**src/ssfe_pkg.sv**
```systemverilog
// Shared types and constants for the start/stop frame echo block.
// No dependencies; imported by every module of the block.
package ssfe_pkg;

   localparam int BYTE_W = 8;

   localparam logic [BYTE_W-1:0] START_RESET = 8'd255;
   localparam logic [BYTE_W-1:0] STOP_RESET  = 8'd251;

   localparam int CSR_IDX_W = 1;
   localparam logic [CSR_IDX_W-1:0] CSR_START_IDX = 1'b0;
   localparam logic [CSR_IDX_W-1:0] CSR_STOP_IDX  = 1'b1;

   typedef struct packed {
      logic full;
      logic empty;
   } ssfe_qstat_type;

endpackage

```
**src/ssfe_front.sv**
```systemverilog
// Front end: accepts received bytes, classifies them, keeps the payload store
// and builds one reply entry per stop byte. Depends on ssfe_pkg.
module ssfe_front
   import ssfe_pkg::*;
#(
   parameter int STORE_DEPTH  = 16,
   parameter int REPLY_LENGTH = 6
) (
   input  logic                                  clock,
   input  logic                                  reset,
   input  logic                                  req_tvalid,
   output logic                                  req_tready,
   input  logic [BYTE_W-1:0]                     req_tdata,
   input  logic                                  csr_wr_en,
   input  logic [CSR_IDX_W-1:0]                  csr_index,
   input  logic [BYTE_W-1:0]                     csr_wdata,
   input  ssfe_qstat_type                        q_stat,
   output logic                                  q_push,
   output logic [(REPLY_LENGTH+2)*BYTE_W-1:0]    q_entry
);

   localparam int IDX_W  = $clog2(STORE_DEPTH + 1);
   localparam int ADDR_W = $clog2(STORE_DEPTH);
   localparam logic [IDX_W-1:0] IDX_FULL = IDX_W'(STORE_DEPTH);

   logic [BYTE_W-1:0] start_ff, start_in;
   logic [BYTE_W-1:0] stop_ff, stop_in;
   logic              armed_ff, armed_in;
   logic [IDX_W-1:0]  index_ff, index_in;
   logic [BYTE_W-1:0] store_ff [STORE_DEPTH];
   logic              accept;
   logic              is_start;
   logic              is_stop;
   logic              store_wr;

   assign req_tready = !q_stat.full;
   assign accept     = req_tvalid && req_tready;
   assign is_start   = (req_tdata == start_ff);
   assign is_stop    = !is_start && (req_tdata == stop_ff);
   assign store_wr   = accept && !is_start && !is_stop && armed_ff && (index_ff < IDX_FULL);
   assign q_push     = accept && is_stop;

   always_comb begin
      start_in = start_ff;
      stop_in  = stop_ff;
      if (csr_wr_en) begin
         unique case (csr_index)
            CSR_START_IDX: start_in = csr_wdata;
            CSR_STOP_IDX:  stop_in  = csr_wdata;
            default:       ;
         endcase
      end
   end

   always_comb begin
      armed_in = armed_ff;
      index_in = index_ff;
      if (accept && is_start) begin
         armed_in = 1'b1;
         index_in = '0;
      end else if (accept && is_stop) begin
         armed_in = 1'b0;
         index_in = '0;
      end else if (store_wr) begin
         index_in = index_ff + 1'b1;
      end
   end

   always_ff @(posedge clock) begin
      if (reset) begin
         start_ff <= START_RESET;
         stop_ff  <= STOP_RESET;
         armed_ff <= 1'b0;
         index_ff <= '0;
      end else begin
         start_ff <= start_in;
         stop_ff  <= stop_in;
         armed_ff <= armed_in;
         index_ff <= index_in;
      end
   end

   always_ff @(posedge clock) begin
      if (reset) begin
         for (int i = 0; i < STORE_DEPTH; i++) begin
            store_ff[i] <= '0;
         end
      end else if (store_wr) begin
         store_ff[index_ff[ADDR_W-1:0]] <= req_tdata;
      end
   end

   assign q_entry[BYTE_W-1:0] = start_ff;
   assign q_entry[(REPLY_LENGTH+2)*BYTE_W-1 -: BYTE_W] = stop_ff;

   for (genvar k = 0; k < REPLY_LENGTH; k++) begin : g_snap
      if (k < STORE_DEPTH) begin : g_store
         assign q_entry[(k+1)*BYTE_W +: BYTE_W] = store_ff[k];
      end else begin : g_zero
         assign q_entry[(k+1)*BYTE_W +: BYTE_W] = '0;
      end
   end

   a_index_bound: assert property (@(posedge clock) disable iff (reset)
      index_ff <= IDX_FULL)
      else $error("write index beyond store depth");

   a_stop_disarms: assert property (@(posedge clock) disable iff (reset)
      q_push |=> !armed_ff && index_ff == '0)
      else $error("stop byte did not disarm");

   a_unarmed_hold: assert property (@(posedge clock) disable iff (reset)
      !armed_ff && !(accept && is_start) |=> index_ff == '0)
      else $error("index moved while disarmed");

endmodule

```
**src/ssfe_queue.sv**
```systemverilog
// Two-entry queue of reply entries between front and back end.
// Depends on ssfe_pkg.
module ssfe_queue
   import ssfe_pkg::*;
#(
   parameter int ENTRY_W = 64
) (
   input  logic               clock,
   input  logic               reset,
   input  logic               push,
   input  logic [ENTRY_W-1:0] push_entry,
   input  logic               pop,
   output logic [ENTRY_W-1:0] head_entry,
   output ssfe_qstat_type     stat
);

   logic [ENTRY_W-1:0] mem_ff [2];
   logic               wr_ptr_ff, wr_ptr_in;
   logic               rd_ptr_ff, rd_ptr_in;
   logic [1:0]         count_ff, count_in;

   assign stat.full   = (count_ff == 2'd2);
   assign stat.empty  = (count_ff == 2'd0);
   assign head_entry  = mem_ff[rd_ptr_ff];

   always_comb begin
      wr_ptr_in = wr_ptr_ff ^ push;
      rd_ptr_in = rd_ptr_ff ^ pop;
      count_in  = count_ff + {1'b0, push} - {1'b0, pop};
   end

   always_ff @(posedge clock) begin
      if (reset) begin
         wr_ptr_ff <= 1'b0;
         rd_ptr_ff <= 1'b0;
         count_ff  <= 2'd0;
      end else begin
         wr_ptr_ff <= wr_ptr_in;
         rd_ptr_ff <= rd_ptr_in;
         count_ff  <= count_in;
      end
   end

   always_ff @(posedge clock) begin
      if (push) begin
         mem_ff[wr_ptr_ff] <= push_entry;
      end
   end

   a_no_overflow: assert property (@(posedge clock) disable iff (reset)
      stat.full |-> !push)
      else $error("push into full queue");

   a_no_underflow: assert property (@(posedge clock) disable iff (reset)
      stat.empty |-> !pop)
      else $error("pop from empty queue");

   a_count_ptrs: assert property (@(posedge clock) disable iff (reset)
      (count_ff == 2'd1) == (wr_ptr_ff != rd_ptr_ff))
      else $error("queue pointers disagree with count");

endmodule

```
**src/ssfe_back.sv**
```systemverilog
// Back end: serializes the head reply entry into the output register,
// one byte per cycle unless held by rsp_tready or an empty queue, marking the stop byte as last. Depends on ssfe_pkg.
module ssfe_back
   import ssfe_pkg::*;
#(
   parameter int REPLY_LENGTH = 6
) (
   input  logic                               clock,
   input  logic                               reset,
   input  ssfe_qstat_type                     q_stat,
   input  logic [(REPLY_LENGTH+2)*BYTE_W-1:0] q_head,
   output logic                               q_pop,
   output logic                               rsp_tvalid,
   input  logic                               rsp_tready,
   output logic [BYTE_W-1:0]                  rsp_tdata,
   output logic                               rsp_tlast
);

   localparam int FRAME_LEN = REPLY_LENGTH + 2;
   localparam int CNT_W     = $clog2(FRAME_LEN);
   localparam logic [CNT_W-1:0] LAST_POS = CNT_W'(FRAME_LEN - 1);

   logic [BYTE_W-1:0] frame_bytes [FRAME_LEN];
   logic [CNT_W-1:0]  cnt_ff, cnt_in;
   logic              valid_ff, valid_in;
   logic [BYTE_W-1:0] data_ff, data_in;
   logic              last_ff, last_in;
   logic              advance;
   logic              load;
   logic              at_last;

   for (genvar k = 0; k < FRAME_LEN; k++) begin : g_unpack
      assign frame_bytes[k] = q_head[k*BYTE_W +: BYTE_W];
   end

   assign advance = !valid_ff || rsp_tready;
   assign load    = advance && !q_stat.empty;
   assign at_last = (cnt_ff == LAST_POS);
   assign q_pop   = load && at_last;

   always_comb begin
      cnt_in   = cnt_ff;
      valid_in = valid_ff;
      data_in  = data_ff;
      last_in  = last_ff;
      if (load) begin
         valid_in = 1'b1;
         data_in  = frame_bytes[cnt_ff];
         last_in  = at_last;
         cnt_in   = at_last ? '0 : cnt_ff + 1'b1;
      end else if (advance) begin
         valid_in = 1'b0;
      end
   end

   always_ff @(posedge clock) begin
      if (reset) begin
         cnt_ff   <= '0;
         valid_ff <= 1'b0;
      end else begin
         cnt_ff   <= cnt_in;
         valid_ff <= valid_in;
      end
   end

   always_ff @(posedge clock) begin
      data_ff <= data_in;
      last_ff <= last_in;
   end

   assign rsp_tvalid = valid_ff;
   assign rsp_tdata  = data_ff;
   assign rsp_tlast  = last_ff;

   a_cnt_bound: assert property (@(posedge clock) disable iff (reset)
      cnt_ff <= LAST_POS)
      else $error("byte counter out of range");

   a_idle_cnt: assert property (@(posedge clock) disable iff (reset)
      q_stat.empty |-> cnt_ff == '0)
      else $error("counter busy with no entry");

   a_last_wraps: assert property (@(posedge clock) disable iff (reset)
      valid_ff && last_ff |-> cnt_ff == '0)
      else $error("counter not wrapped after last byte");

endmodule

```
**src/start_stop_frame_echo.sv**
```systemverilog
// Start/stop frame echo: top level joining front end, reply queue and back end.
// Depends on ssfe_pkg, ssfe_front, ssfe_queue and ssfe_back.
//
// Usage:
//   req_* carries received bytes, one item per handshake. A start byte arms
//   the block and clears the write index; armed data bytes fill the payload
//   store (extra bytes past the store depth are dropped); a stop byte queues a
//   reply. Other bytes give no output.
//   rsp_* carries the reply: start byte, the first REPLY_LENGTH stored bytes
//   (zero past the store), then the stop byte with rsp_tlast high, so
//   REPLY_LENGTH + 2 items per stop byte, one per cycle while rsp_tready is
//   high. rsp_tvalid rises once the stop byte's entry has passed through the
//   reply queue into the back end's output register. The back end's byte
//   counter paces the output, stepping through each reply item by item.
//   Up to two replies wait in the queue; req_tready drops only when it is
//   full, so a stalled receiver backs up the input after two stop bytes.
//   csr_* writes start_byte (index 0) and stop_byte (index 1).
//   Reset is synchronous: it disarms, clears the store and queue, and loads
//   start_byte = 255 and stop_byte = 251.
module start_stop_frame_echo
   import ssfe_pkg::*;
#(
   parameter int STORE_DEPTH  = 16,
   parameter int REPLY_LENGTH = 6
) (
   input  logic                 clock,
   input  logic                 reset,
   input  logic                 req_tvalid,
   output logic                 req_tready,
   input  logic [BYTE_W-1:0]    req_tdata,   // [7:0] rx_byte
   output logic                 rsp_tvalid,
   input  logic                 rsp_tready,
   output logic [BYTE_W-1:0]    rsp_tdata,   // [7:0] tx_byte
   output logic                 rsp_tlast,
   input  logic                 csr_wr_en,
   input  logic [CSR_IDX_W-1:0] csr_index,
   input  logic [BYTE_W-1:0]    csr_wdata
);

   localparam int ENTRY_W = (REPLY_LENGTH + 2) * BYTE_W;

   ssfe_qstat_type     q_stat;
   logic               q_push;
   logic               q_pop;
   logic [ENTRY_W-1:0] q_entry;
   logic [ENTRY_W-1:0] q_head;

   ssfe_front #(
      .STORE_DEPTH  (STORE_DEPTH),
      .REPLY_LENGTH (REPLY_LENGTH)
   ) u_front (
      .clock      (clock),
      .reset      (reset),
      .req_tvalid (req_tvalid),
      .req_tready (req_tready),
      .req_tdata  (req_tdata),
      .csr_wr_en  (csr_wr_en),
      .csr_index  (csr_index),
      .csr_wdata  (csr_wdata),
      .q_stat     (q_stat),
      .q_push     (q_push),
      .q_entry    (q_entry)
   );

   ssfe_queue #(
      .ENTRY_W (ENTRY_W)
   ) u_queue (
      .clock      (clock),
      .reset      (reset),
      .push       (q_push),
      .push_entry (q_entry),
      .pop        (q_pop),
      .head_entry (q_head),
      .stat       (q_stat)
   );

   ssfe_back #(
      .REPLY_LENGTH (REPLY_LENGTH)
   ) u_back (
      .clock      (clock),
      .reset      (reset),
      .q_stat     (q_stat),
      .q_head     (q_head),
      .q_pop      (q_pop),
      .rsp_tvalid (rsp_tvalid),
      .rsp_tready (rsp_tready),
      .rsp_tdata  (rsp_tdata),
      .rsp_tlast  (rsp_tlast)
   );

endmodule
```
**config.mk**
```make
export PLATFORM = sky130hd
export DESIGN_NAME = start_stop_frame_echo
export DESIGN_NICKNAME = d
export VERILOG_FILES = /design/src/ssfe_pkg.sv /design/src/ssfe_front.sv /design/src/ssfe_queue.sv /design/src/ssfe_back.sv /design/src/start_stop_frame_echo.sv
export SDC_FILE = /design/constraint.sdc
export NUM_CORES = 1
export LEC_CHECK = 0
export ABC_AREA = 1
export CELL_PAD_IN_SITES_DETAIL_PLACEMENT = 1
export CELL_PAD_IN_SITES_GLOBAL_PLACEMENT = 1
export CORE_ASPECT_RATIO = 1.25
export CORE_MARGIN = 5
export CORE_UTILIZATION = 45
export CTS_CLUSTER_SIZE = 14
export DETAILED_ROUTE_END_ITERATION = 6
export DONT_BUFFER_PORTS = 1
export PLACE_DENSITY_LB_ADDON = 0.12
export SLEW_MARGIN = 20
export SYNTH_ARGS = -nofsm -noshare
export SYNTH_HDL_FRONTEND = slang
export SYNTH_HIERARCHICAL = 1
export SYNTH_SLANG_ARGS = --single-unit
```
**constraint.sdc**
```tcl
create_clock -name clock -period 10.9 [get_ports clock]
set_clock_uncertainty 0.15 [all_clocks]
set_input_delay 2.18 -clock clock [delete_from_list [all_inputs] [get_ports clock]]
set_output_delay 2.18 -clock clock [all_outputs]
set_load 0.02 [all_outputs]
```
==> results.py <==
metrics = {
    "detailed_routing": {
        "antenna_left": 0,
        "drt_pass1_iterations": 4,
        "wl_um": 21860,
        "vias_per_cell": 5.068,
        "route.detailed.drc": 0,
        "wl_per_cell_um": 19.98,
        "dr.first_iter.drc_count": 341,
        "dr_total_vias": 5544,
    },
    "logic_synthesis": {
        "synth_fp_nets": 827,
        "synth-seq-cells": 215,
        "yosys.cell_types.count": 30,
        "ys_seq_area_frac": 0.6454,
        "syn_inst": 795,
        "synth.avg_cell_area_um2": 12.00,
        "syn_area_um2": 9538,
        "yosys_warnings": 6,
    },
    "clock_tree": {
        "cts_setup_buffers": 0,
        "hold_buffers": 0,
        "cts_made_buffers": 23,
        "cts_tree": "done",
        "cts_resized": 0,
        "h-tree-depth": 1,
        "cts-root-buf": "clkbuf_16",
        "clk_latency_ns": 0.50,
        "path_clk_slew_ns": 0.06,
        "clkSinkCount": 215,
        "clockBufferDepth": 3,
    },
    "global_routing": {
        "antenna_found_initial": 0,
        "overflow": 0,
        "grt_pass1_vias": 6008,
        "grtUsageMet2": 0.3225,
        "use_met3": 0.03039,
        "grtUsageTotal": 0.1827,
        "grt_max_degree": 65,
        "globalRouteMet1Util": 0.2290,
        "gr-max-usage-layer": "met2",
        "grt_first_pass_wirelength_um": 34410,
    },
    "worst_setup_path": {
        "crit_arrival_ns": 4.02,
        "r2r_start": "u_back/cnt_ff[0]",
        "critPathSlowestCell": "buf_4",
        "setup.worst_path.start": "req_tdata[4]",
        "crit_fanout": 64,
        "startpoint_type": "primary input",
        "crit_top_cell": "nand2_1",
        "slowest_delay_ns": 0.65,
        "cp.buffers_inverters": 3,
        "required_ns": 10.87,
        "crit_type": "in -> reg",
        "crit_path_end_kind": "register",
        "critical_path.top_delay_family": "buffers and inverters",
        "cp_cell_sequence": "inv_2 > nand2_1 > nand2_1 > inv_1 > nand2_1 > nor2_1 > nand2_2 > nand2_4 > nor2_1 > ha_2 > buf_4",
    },
    "power_and_ir_drop": {
        "power.density_nw_per_um2": 163.4,
        "p_total_uw": 1712,
        "leakage_uw": 0.004251,
        "ir_worst_vdd_uv": 91.81,
    },
    "die": {
        "num_rows": 59,
        "io_pins": 33,
        "dieHeight_um": 172.8,
        "dieArea_um2": 24220,
        "coreArea_um2": 20820,
        "chipWidth_um": 140.2,
        "initial_core_util": 0.4582,
    },
    "min_path": {
        "hold_class": "reg -> reg",
        "worstHoldStart": "u_front/store_ff[2][6]",
    },
    "timing": {
        "period_minus_slack_ns": 4.048,
        "fmaxAchievable_mhz": 247.0,
        "rsz0062_at_grt": "no",
        "finalMaxSlewViolations": 0,
        "fin_tns_setup_ns": 0,
        "period_share": 0.3714,
        "worst_slew_pin_slew_ns": 1.070,
        "hold_viol": 0,
        "setup_violations": 0,
        "relSlewSlack": 0.2838,
    },
    "final_layout": {
        "final_core_util": 0.5033,
        "multi_input_area_um2": 2750,
        "nNetsFinal": 836,
        "antenna_cells": 0,
        "fillCellCount": 2202,
        "area_delta_synth_final_pct": 9.851,
        "seq_area_um2": 6161,
        "design_area_um2": 10480,
        "drive_above_1_share": 0.1671,
    },
    "placed_design": {
        "port_buffers": 0,
        "dpl_cell_area_um2": 9746,
        "routabilityCongestion": 0.8324,
        "dp_hpwl_um": 15220,
    },
    "status": {
        "status": "complete, no violations",
    },
    "flow_run": {
        "drv_cap": 0,
    },
}
-- cell families after synthesis --
family	count (synthesis)	share of synthesized area
and+or+nand+nor	336	0.1569
DFF	215	0.6454
buffers and inverters	140	0.06677
muxes	64	0.09524
AOI/OAI and AO/OA	20	0.01338
xor gates and xnor gates	10	0.009183
adders and majority gates	10	0.01312
-- path summary, 6_finish.rpt --
check | depth (start not counted) | slack (ns) | end
worst max-delay path | 11 | 6.85 | u_queue/mem_ff[1][41]
worst min-delay path | 0 | 0.29 | u_queue/mem_ff[1][30]
worst max register to register | 12 | 7.96 | u_queue/count_ff[1]
worst min register to register | 0 | 0.29 | u_queue/mem_ff[1][30]
-- cell usage after synthesis --
cell      count  share of area
edfxtp_1    185           0.58
nand2_1     182          0.072
inv_1       106          0.042
nor2_1       86          0.034
mux2_4       50          0.079
nand3_1      41          0.022
dfxtp_1      30          0.063
mux2_2       14          0.017
buf_6        11          0.013
nand2_2      11         0.0072
ha_1         10          0.013
inv_2        10         0.0039
o211ai_1     10         0.0079
xnor2_1       9         0.0083
nand4_4       6          0.013
a21oi_1       5         0.0026
buf_4         5         0.0039
nand4_1       4         0.0026
clkbuf_1      3         0.0012
nand2_4       3         0.0035
o21ai_0       3         0.0016
buf_2         2         0.0010
nor3_1        2         0.0010
a211oi_1      1        0.00079
clkinv_1      1        0.00039
inv_4         1        0.00066
inv_6         1        0.00092
nor2_8        1         0.0021
o21ai_1       1        0.00052
xor2_1        1        0.00092
-- registers in the layout, indices dropped and copies added, names as in the netlist --
signal,count
u_front/index_ff,5
u_back/rsp_tlast,1
u_queue/mem_ff,128
u_back/rsp_tdata,8
u_queue/wr_ptr_ff,1
u_queue/rd_ptr_ff,1
u_front/start_ff,8
u_front/armed_ff,1
u_back/rsp_tvalid,1
u_queue/count_ff,2
u_back/cnt_ff,3
u_front/store_ff,48
u_front/stop_ff,8
-- layout make-up --
cell class | instances | share of cell area
inverter | 119 | 0.04335
clock buffer | 30 | 0.05744
clock inverter | 11 | 0.01242
tap | 274 | 0.03272
timing repair buffer | 5 | 0.003583
multi-input combinational | 440 | 0.2625
sequential | 215 | 0.5880
-- layer usage --
metal  share of wire  vias to the layer above
met1            0.41                     2749
met2            0.52                      108
met5               0                        -
met3           0.048                       39
li1                -                     2648
met4           0.028                        0
-- placed cells by master, fill, tap and decap left out, types with 4 or more instances in the layout --
cell / Yosys / layout
a21oi_1: 5 / 5
buf_4: 5 / 5
clkbuf_1: 3 / 7
clkbuf_16: 0 / 23
clkinv_1: 1 / 4
clkinv_2: 0 / 4
dfxtp_1: 30 / 28
edfxtp_1: 185 / 185
ha_1: 10 / 8
inv_1: 106 / 106
inv_2: 10 / 10
mux2_2: 14 / 14
mux2_4: 50 / 50
nand2_1: 182 / 182
nand2_2: 11 / 11
nand3_1: 41 / 41
nand4_1: 4 / 4
nand4_4: 6 / 6
nor2_1: 86 / 86
o211ai_1: 10 / 10
xnor2_1: 9 / 9
-- report_power, final --
part	leakage (uW)	internal, uW	switching, uW	total [uW]
logic	0.00192	10.8	26.3	37.0
registers	0.00197	901	11.6	913
clock network	0.000359	459	303	762
-- metrics by stage --
stage,worst slack [ns],hold WS [ns],cells
2_1_floorplan,5.847,0.2715,795
3_3_place_gp,6.385,0.2732,1053
3_5_place_dp,6.319,0.2806,1053
4_1_cts,6.861,0.2977,1094
5_1_grt,6.669,0.3167,1094
6_report,6.852,0.2935,1094
-- worst register-to-register path, delay by kind of cell, from the launching register on --
family / cells / cell delay [ns]
adder cells (fa/ha/maj): 4 / 0.98
flip-flops: 1 / 0.91
AND/OR/NAND/NOR: 5 / 0.60
buffers and inverters: 3 / 0.20
No activity file was read; power rests on OpenSTA's default activity.
